==> src/hdl/pip_pkg.sv <==
// ----------------------------------------------------------------------------
// pip_pkg
// Shared types and constants for the point-in-polygon ray-cast classifier.
// ----------------------------------------------------------------------------
`default_nettype none
package pip_pkg;
	localparam int COORD_BITS_DEF = 24;
	localparam int AREA_TOL_BITS  = 40;
	localparam int LEVEL_TOL_BITS = 23;
	localparam int CFG_BITS       = 40;
	localparam int CFG_IDX_BITS   = 1;
	localparam int QUEUE_DEPTH    = 2;

	localparam logic [CFG_IDX_BITS-1:0] REG_AREA_TOL  = 1'b0;
	localparam logic [CFG_IDX_BITS-1:0] REG_LEVEL_TOL = 1'b1;

	localparam logic [1:0] POS_INSIDE   = 2'd0;
	localparam logic [1:0] POS_BOUNDARY = 2'd1;
	localparam logic [1:0] POS_OUTSIDE  = 2'd2;

	typedef enum logic [3:0] {
		ST_IDLE,
		ST_LOAD,
		ST_ON_Q,
		ST_ON_A,
		ST_ON_B,
		ST_MEET_1,
		ST_MEET_2,
		ST_MEET_3,
		ST_MEET_4,
		ST_DONE
	} edge_state_t;
endpackage
`default_nettype wire

==> src/hdl/pip_front.sv <==
// ----------------------------------------------------------------------------
// pip_front
// Accepts vertices, keeps polygon bookkeeping and queues edge jobs.
// ----------------------------------------------------------------------------
`default_nettype none
module pip_front import pip_pkg::*; #(
	parameter int COORD_BITS = COORD_BITS_DEF
) (
	input  wire                         clk,
	input  wire                         arst_n,
	input  wire                         push,
	output logic                        full,
	input  wire  signed [COORD_BITS-1:0] vertex_x,
	input  wire  signed [COORD_BITS-1:0] vertex_y,
	input  wire  signed [COORD_BITS-1:0] query_x,
	input  wire  signed [COORD_BITS-1:0] query_y,
	input  wire                         first_vertex,
	input  wire                         last_vertex,
	// job queue read side
	output logic                        job_valid,
	input  wire                         job_take,
	output logic [6*COORD_BITS+3-1:0]   job_data
);
	localparam int JW = 6*COORD_BITS + 3;
	// job: {qx, qy, ax, ay, bx, by, first, last, closing}
	logic [JW-1:0] q_q [QUEUE_DEPTH];
	logic [0:0] wp_q, rp_q;
	logic [1:0] cnt_q;
	logic signed [COORD_BITS-1:0] px_q, py_q, sx_q, sy_q, vx_q, vy_q;
	logic pend_q;
	logic signed [COORD_BITS-1:0] cqx, cqy;
	logic [JW-1:0] wdat;
	logic wr, rd, acc;

	assign cqx = first_vertex ? query_x : px_q;
	assign cqy = first_vertex ? query_y : py_q;
	assign acc = push && !full;
	assign rd  = job_take && job_valid;
	// closing edge is pushed the cycle after the last vertex
	assign wr = acc || pend_q;
	assign wdat = pend_q ? {px_q, py_q, vx_q, vy_q, sx_q, sy_q, 1'b0, 1'b1, 1'b1}
		: {cqx, cqy, vx_q, vy_q, vertex_x, vertex_y, first_vertex, last_vertex, 1'b0};
	assign full = pend_q || (cnt_q >= 2'(QUEUE_DEPTH - 1) && !rd) || cnt_q == 2'(QUEUE_DEPTH);
	assign job_valid = cnt_q != 2'd0;
	assign job_data = q_q[rp_q];

	always_ff @(posedge clk) begin
		if (wr) begin
			q_q[wp_q] <= wdat;
		end
	end

	always_ff @(posedge clk or negedge arst_n) begin
		if (!arst_n) begin
			wp_q <= '0; rp_q <= '0; cnt_q <= '0; pend_q <= 1'b0;
			px_q <= '0; py_q <= '0; sx_q <= '0; sy_q <= '0; vx_q <= '0; vy_q <= '0;
		end else begin
			if (wr) wp_q <= wp_q + 1'b1;
			if (rd) rp_q <= rp_q + 1'b1;
			cnt_q <= cnt_q + 2'(wr) - 2'(rd);
			pend_q <= acc && last_vertex;
			if (acc) begin
				vx_q <= vertex_x;
				vy_q <= vertex_y;
				if (first_vertex) begin
					px_q <= query_x; py_q <= query_y;
					sx_q <= vertex_x; sy_q <= vertex_y;
				end
			end
		end
	end
endmodule
`default_nettype wire

==> config.mk <==
export PLATFORM = sky130hd
export DESIGN_NAME = pip_front
export DESIGN_NICKNAME = d
export VERILOG_FILES = /design/src/hdl/pip_pkg.sv /design/src/hdl/pip_front.sv
export SDC_FILE = /design/constraint.sdc
export NUM_CORES = 1
export LEC_CHECK = 0
export BUFFER_PORTS_ARGS = -buffer_cell sky130_fd_sc_hd__buf_4
export CORE_MARGIN = 1.5
export CORE_UTILIZATION = 30
export DETAILED_ROUTE_END_ITERATION = 8
export GPL_ROUTABILITY_DRIVEN = 0
export PLACE_DENSITY_LB_ADDON = 0.15
export SLEW_MARGIN = 20
export SYNTH_ARGS = -nofsm -noshare
export SYNTH_HDL_FRONTEND = slang
export SYNTH_SLANG_ARGS = --single-unit
==> constraint.sdc <==
create_clock -name clk -period 8.15 [get_ports clk]
set_clock_uncertainty 0.2 [all_clocks]
set_input_delay 0.815 -clock clk [delete_from_list [all_inputs] [get_ports clk]]
set_output_delay 0.815 -clock clk [all_outputs]
set_load 0.02 [all_outputs]
==> impl_metrics.ini, run 1 <==
[status]
outcome = complete, no violations

[route]
drc = 0
drt-wirelength-per-cell_microns = 20.0
dr.pass1.iters = 4
first_iter_violations = 340
drtAntennaViolNets = 0
vias = 8753
drt-total-wl_microns = 39600
avgViaCountPerCell = 4.42

[synth]
synth_compound_area_frac = 0.00322
yosys_warnings = 0
ys_types = 24
yosysSeqAreaShare = 0.718
synth-xor-area-share = 0.00150
synth_fa_ha_area_frac = 0.00143
ys_ff_latch = 443
syn_inst = 901
syn_area_sq_mm = 0.0175
synthMuxAreaShare = 0.258
synthSimpleGateAreaFrac = 0.00393
syn_area_per_cell_sq_um = 19.4
syn_nets = 1005
synth_top_family_by_area = multiplexers

[critical_path]
crit_required_ns = 7.13
crit_start = rp_q
r2r_setup_slack_ns = 4.82
worst-setup-path-type = reg2out
rr_worst_depth = 3
r2r-end = q_q[1][8]
start_kind = flip-flop
cp_common_cell = buf_4
r2r_start = pend_q
worst-path-buf-inv = 2
path_cells = buf_4, mux2_2, buf_4
crit_fanout = 59
crit_family = flip-flops
endpoint = job_data[21]
path_depth = 3
critPathSlowestCell = dfrtp_4
cpPeakStageDelay_ns = 0.99
critPathCaptureType = output pin
critPathArrivalTime_ns = 3.00

[clock_tree]
cts_tree = yes
clk_pin_slew_ns = 0.06
numCtsBuffers = 51
cts_resized = 0
htree_levels = 2
cts.sinks = 443
cts.path.max_buffers = 3
cts-root-buf = clkbuf_16
clock_latency_ns = 0.58

[power_and_ir_drop]
p_seq_frac = 0.418
peakVddDrop_v = 0.000228
clkPwrFrac = 0.268
powerDensity_mw_per_mm2 = 413
switchingPower_uw = 2740
combPwrFrac = 0.314
switching_share = 0.300
p_int_uw = 6380
cellLeakagePower_uw = 0.00848

[sta]
rsz0062_at_grt = false
fin_crit_ns = 4.02
tightest_slew_ns = 0.998
hold_violations = 0
tns_ns = 0
relSlewSlack = 0.335
finalSetupViolations = 0
setup_ws_ns = 4.13
min_period_over_period = 0.493
final_max_slew_viol_count = 0
fmax_mhz = 249

[place]
dp_hpwl_microns = 23000
portBuffers = 250
pre_cts_ws_ns = 4.67
dp_cells = 1885
placed_cell_area_sq_mm = 0.0202

[finish]
mostFrequentLayoutCells = 347 x mux2_2, 294 x edfxtp_1, 260 x buf_4
final_common_cell = mux2_2
finalNonFillerCells = 1982
area_growth_pct = 26.1
finalInstanceArea_sq_mm = 0.0221
nNetsFinal = 1278
layout-drive-gt1-share = 0.607
final_util = 0.382

[grt]
grt_overflow_total = 0
grt_usage = 0.133
grt_max_degree = 118
grt_pass1_vias = 9548
grt_pass1_wl_microns = 59700
grt_antenna_before_repair = 3

[floorplan]
die_w_microns = 245
core-area_sq_mm = 0.0577
rows = 88
initial_core_util = 0.303
chipHeight_microns = 245
pin_count = 251
die-area_sq_mm = 0.0598

[run]
maxCapViolCount = 0

[hold_path]
hold_depth = 2
hold_path_class = in2reg
[kinds of logic (layout without fill, tap and decap cells)]
group	count (synthesis)	count (layout)
AOI/OAI and AO/OA	7	7
xor gates and xnor gates	3	3
adders and majority gates	2	2
buffers and inverters	46	361
DFF	443	443
muxes	387	387
other	0	1
and+or+nand+nor	13	13
[repair_timing]
action / in CTS / in global routing
hold endpoints to repair: 39 / 0
setup buffers: 0 / 0
hold buffers: 1 / 0
[worst min-delay path by stage]
stage	endpoint	slack (ns)	start
CTS	pend_q	0.21	last_vertex
floorplan	q_q[0][51]	0.24	vy_q[0]
global route	pend_q	0.22	last_vertex
finish	pend_q	0.25	last_vertex
global placement	q_q[0][82]	0.24	vx_q[7]
detailed placement	q_q[0][87]	0.25	vx_q[12]
[power by group through the flow]
stage	sequential [uW]	combinational, uW	clock, uW
floorplan	3690	1980	0
global placement	3840	2910	0
detailed placement	3860	2930	0
CTS	3820	2940	2520
global route	3920	3090	2600
finish	3810	2860	2440
[per-stage QoR]
stage               hold slack [ns]  power, uW
finish                        0.251       9110
global route                  0.223       9600
CTS                           0.206       9280
detailed placement            0.250       6780
global placement              0.242       6750
floorplan                     0.237       5670
[cell usage after synthesis]
cell type / n / area (sq um)
a211oi_1: 1 / 7.51
a21boi_0: 1 / 7.51
a21oi_1: 2 / 10.0
and2_1: 4 / 25.0
buf_1: 2 / 7.51
buf_2: 28 / 140
buf_4: 1 / 7.51
buf_6: 6 / 67.6
clkbuf_1: 6 / 22.5
dfrtp_1: 149 / 3730
edfxtp_1: 294 / 8830
ha_1: 2 / 25.0
inv_1: 3 / 11.3
mux2_2: 347 / 3910
mux2_4: 40 / 601
nand2_1: 2 / 7.51
nor2_1: 3 / 11.3
nor2b_1: 2 / 12.5
o211ai_4: 1 / 21.3
o21ai_0: 1 / 5.00
o21ai_1: 1 / 5.00
or2_2: 2 / 12.5
xnor2_1: 2 / 17.5
xor2_1: 1 / 8.76
[cell type report]
cell class              count  area [sq um]
well taps                 765           957
fillers                  5452         35600
multi-input cells         412          4720
diodes                      1          2.50
clock buffers              71          1460
flip-flops and latches    443         12600
repair buffers            263          1990
clock inverters            24           352
inverters                   3          11.3
[metal layers]
| metal | track usage | part of all wire | vias to the layer above |
|---|---|---|---|
| met5 | 0 | 0.00051 | - |
| met4 | 0.0423 | 0.021 | 4 |
| met3 | 0.0363 | 0.060 | 61 |
| met2 | 0.212 | 0.47 | 222 |
| met1 | 0.177 | 0.45 | 4485 |
| li1 | - | - | 3981 |
[sequential cells by signal (all words and copies together), names as in the netlist]
| register | cells |
|---|---|
| pend_q | 1 |
| cnt_q | 2 |
| vx_q | 24 |
| q_q | 294 |
| sy_q | 24 |
| rp_q | 1 |
| wp_q | 1 |
| px_q | 24 |
| sx_q | 24 |
| py_q | 24 |
| vy_q | 24 |
No activity file was read; power rests on OpenSTA's default activity.
==> inputs of run 2 (changes only) <==
==> constraint.sdc (replaced) <==
create_clock -name clk -period 3.8 [get_ports clk]
set_clock_uncertainty 0.2 [all_clocks]
set_input_delay 0.38 -clock clk [delete_from_list [all_inputs] [get_ports clk]]
set_output_delay 0.38 -clock clk [all_outputs]
set_load 0.02 [all_outputs]
==> impl_metrics.ini, run 2 (synthesis gave the netlist of run 1 again) <==
[critical_path]
rr_worst_depth = 4
worst-setup-path-type = reg2out
start_kind = flip-flop
critPathCaptureType = output pin
crit_required_ns = 3.22
r2r_setup_slack_ns = 1.31
crit_fanout = 24
critPathArrivalTime_ns = 2.26

[clock_tree]
cts_setup_buffers = 0
htree_levels = 2
clock_latency_ns = 0.57
cts.sinks = 443
cts-root-buf = clkbuf_16
numCtsBuffers = 50
cts_tree = yes
clk_pin_slew_ns = 0.06
cts.path.max_buffers = 3

[sta]
fin_hold_ws_ns = 0.0958
fin_crit_ns = 2.84
tns_ns = 0
finalSetupViolations = 0
tightest_slew_ns = 0.962
hold_violations = 0
min_period_over_period = 0.749
rsz0062_at_grt = false
final_max_slew_viol_count = 0
relSlewSlack = 0.359
fmax_mhz = 352

[power_and_ir_drop]
powerDensity_mw_per_mm2 = 835
switchingPower_uw = 5830
clkPwrFrac = 0.245
p_seq_frac = 0.419
switching_share = 0.305
p_int_uw = 13300
peakVddDrop_v = 0.000437
cellLeakagePower_uw = 0.00883
combPwrFrac = 0.336

[floorplan]
die_w_microns = 245
core-area_sq_mm = 0.0577
die-area_sq_mm = 0.0598
chipHeight_microns = 245
initial_core_util = 0.303
rows = 88
pin_count = 251

[route]
vias = 9168
drt-wirelength-per-cell_microns = 18.7
dr.pass1.iters = 4
avgViaCountPerCell = 4.40
drt-total-wl_microns = 38900
drtAntennaViolNets = 0
drc = 0
first_iter_violations = 287

[finish]
fillers = 5393
final_util = 0.397
mostFrequentLayoutCells = 347 x mux2_2, 294 x edfxtp_1, 259 x buf_4
nNetsFinal = 1378
finalNonFillerCells = 2082
final_common_cell = mux2_2
layout-drive-gt1-share = 0.556
top_register = q_q
multi_input_area_sq_mm = 0.00472
area_growth_pct = 31.0
register_area_sq_mm = 0.0126
largest_reg_flops = 294

[hold_path]
hold_path_class = in2reg
hold_depth = 4

[place]
portBuffers = 250
dp_hpwl_microns = 22300
dp_cells = 1888

[grt]
grt_pass1_vias = 10000
use_met2 = 0.216
grt_overflow_total = 0
met1_usage = 0.160
grt_max_degree = 102
grt_use_met3 = 0.0461
globalRoute.busiestLayer = met2
grt_antenna_before_repair = 4
grt_usage = 0.130
grt_pass1_wl_microns = 59100

[status]
outcome = complete, no violations

[run]
maxCapViolCount = 0
-- run 2: changes by cell type in the layout (fill, tap and decap cells not counted), sizes merged --
cell | before | now
buf | 262 | 265
bufinv | 9 | 2
clkbuf | 71 | 76
clkinv | 11 | 14
clkinvlp | 4 | 1
diode | 1 | 2
dlygate4sd3 | 1 | 99
-- run 2: power groups by stage --
| stage | Sequential (uW) | Clock [uW] | Combinational [uW] |
|---|---|---|---|
| after floorplan | 7900 | 0 | 4240 |
| after global placement | 8030 | 0 | 6480 |
| after detailed placement | 8110 | 0 | 6510 |
| after CTS | 8020 | 4870 | 6630 |
| after global routing | 8210 | 5060 | 6940 |
| final | 8010 | 4690 | 6440 |
-- run 2: per-layer routing --
layer,share of wire,vias up,wire length (microns)
li1,-,4180,-
met1,0.43,4710,16800
met2,0.48,202,18500
met3,0.070,72,2710
met4,0.022,4,868
met5,0.00059,-,23
-- run 2: path summary, 6_finish.rpt --
kind                       startpoint             to
max                              rp_q  job_data[114]
min                              push           wp_q
max reg2reg                    pend_q     q_q[0][53]
min reg2reg                  vy_q[23]     q_q[1][74]
max in group asynchronous      arst_n        sx_q[7]
min in group asynchronous      arst_n        px_q[8]
-- run 2: critical path, stage by stage, from the launching register on --
cell     delay (ns)
dfrtp_4        0.67
buf_4          0.45
mux2_2         0.40
buf_4          0.16
-- run 2: timing repair --
item,4_1_cts,5_1_grt
resized for setup,0,0
hold buffers,99,0
hold endpoints to repair,394,0
-- run 2: stage by stage --
stage	setup slack, ns	power (uW)	instance area, sq um
2_1_floorplan	-0.244	12100	17500
3_3_place_gp	1.30	14500	20300
3_5_place_dp	1.26	14600	20300
4_1_cts	0.836	19500	22900
5_1_grt	0.818	20200	22900
6_report	0.955	19100	22900
-- run 2: final cells by class --
| type | count | area share |
|---|---|---|
| antenna | 2 | 0.000218 |
| clock buffer | 76 | 0.0647 |
| clock inverter | 17 | 0.00562 |
| inverter | 3 | 0.000491 |
| multi-input combinational | 412 | 0.206 |
| sequential | 443 | 0.548 |
| tap | 765 | 0.0418 |
| timing repair buffer | 364 | 0.133 |
==> inputs of run 3 (changes only) <==
==> constraint.sdc (replaced) <==
create_clock -name clk -period 2.4 [get_ports clk]
set_clock_uncertainty 0.2 [all_clocks]
set_input_delay 0.24 -clock clk [delete_from_list [all_inputs] [get_ports clk]]
set_output_delay 0.24 -clock clk [all_outputs]
set_load 0.02 [all_outputs]
==> impl_metrics.ini, run 3 (synthesis gave the netlist of run 1 again) <==
[route]
drt-total-wl_microns = 40400
avgViaCountPerCell = 4.39
dr.pass1.iters = 4
first_iter_violations = 306
drtAntennaViolNets = 0
vias = 9230
drc = 0
drt-wirelength-per-cell_microns = 19.2

[sta]
fmax_mhz = 420
fin_hold_ws_ns = 0.100
rsz0062_at_grt = true
relSlewSlack = 0.574
finalSetupViolations = 0
final_max_slew_viol_count = 0
min_period_over_period = 0.993
fin_crit_ns = 2.38
hold_violations = 0
tightest_slew_ns = 0.639

[status]
outcome = complete, no violations

[clock_tree]
htree_levels = 2
cts-root-buf = clkbuf_16
clock_latency_ns = 0.56
cts.path.max_buffers = 3
clk_pin_slew_ns = 0.06
cts_tree = yes
numCtsBuffers = 49
cts.sinks = 443

[grt]
grt_pass1_vias = 9866
grt_pass1_wl_microns = 61400
grt_antenna_before_repair = 2
grt_overflow_total = 0
grt_usage = 0.136
grt_max_degree = 61

[finish]
layout-drive-gt1-share = 0.569
mostFrequentLayoutCells = 346 x mux2_2, 294 x edfxtp_1, 261 x buf_4
final_common_cell = mux2_2
area_growth_pct = 33.0
top_register = q_q
nNetsFinal = 1401
fillers = 5354
largest_reg_flops = 294

[floorplan]
chipHeight_microns = 245
die_w_microns = 245
rows = 88
die-area_sq_mm = 0.0598
core-area_sq_mm = 0.0577
pin_count = 251
initial_core_util = 0.303

[power_and_ir_drop]
p_int_uw = 21200
cellLeakagePower_uw = 0.00901
switching_share = 0.308
peakVddDrop_v = 0.000584
p_seq_frac = 0.412
combPwrFrac = 0.356
powerDensity_mw_per_mm2 = 1310
switchingPower_uw = 9420
power_uw = 30600
clkPwrFrac = 0.232

[critical_path]
start_kind = flip-flop
critPathCaptureType = output pin
critPathSlowestCell = dfrtp_4
crit_fanout = 28
crit_start = rp_q
worst-setup-path-type = reg2out
cpPeakStageDelay_ns = 0.44
r2r_start = cnt_q[0]
path_cells = buf_12, buf_16, mux2_2, buf_4
crit_required_ns = 1.96
critPathArrivalTime_ns = 1.94

[place]
portBuffers = 250
dp_hpwl_microns = 24100

[hold_path]
hold_path_class = in2async

[run]
maxCapViolCount = 0
[run 3: changes by cell type in the layout (fill, tap and decap cells not counted), moves of 2 or more]
cell and delta:
bufinv_16 -2, buf_12 +18, clkbuf_1 -5, dlygate4sd3_1 +2, clkinv_2 +2, clkinv_1 -3, clkbuf_8 +6, buf_4 +2
clkbuf_16 -4
[run 3: area by class of cell]
class                   instances  area [sq um]  area share
well taps                     765           957      0.0411
diodes                          1          2.50    0.000107
repair buffers                388          3480       0.150
multi-input cells             412          4730       0.203
inverters                       3          11.3    0.000484
flip-flops and latches        443         12600       0.540
clock inverters                16          83.8     0.00360
clock buffers                  73          1450      0.0621
[run 3: critical path, delay by kind of cell (launching register included)]
kind	cells	cell delay, ns
buffers and inverters	3	0.54
DFF	1	0.44
muxes	1	0.40
[run 3: path summary, 6_finish.rpt]
kind / slack (ns) / depth (start not counted) / to
setup / recovery: 0.02 / 4 / job_data[68]
hold / removal: 0.10 / 3 / px_q[7]
setup reg to reg: 0.29 / 9 / cnt_q[1]
hold reg to reg: 0.26 / 0 / q_q[1][83]
max in group asynchronous: 1.60 / 3 / sy_q[12]
min in group clk: 0.17 / 3 / q_q[0][2]
[run 3: power groups by stage]
stage               sequential (uW)  combinational (uW)  clock, uW
finish                        12600               10900       7110
detailed placement            12800               10800          0
global placement              12700               10800          0
floorplan                     12500                6740          0
CTS                           12600               11200       7380
global route                  12900               11700       7680
[run 3: through the flow]
stage               setup TNS [ns]  utilization  instances  area, sq um  setup WS (ns)
floorplan                  -264.39            -        901        17500          -1.64
detailed placement               0        0.358       1906        20700          0.306
finish                           0        0.403       2101        23300         0.0165
global route                 -2.89        0.403       2101        23300        -0.0715
CTS                          -1.42        0.403       2100        23300        -0.0512
global placement                 0        0.358       1906        20700          0.303
[run 3: layer usage]
layer / wire length, microns / up-vias / GRT usage
met5: 12 / - / 0
met4: 735 / 2 / 0.0347
met3: 2220 / 53 / 0.0361
met2: 18600 / 204 / 0.212
met1: 18800 / 4738 / 0.187
li1: - / 4233 / -
[run 3: timing repair]
item | in CTS | in global routing
buffers inserted | 3 | 0
setup endpoints to repair | 137 | 92
hold endpoints to repair | 490 | 0
hold buffers | 102 | 0
gates resized for setup | 3 | 0
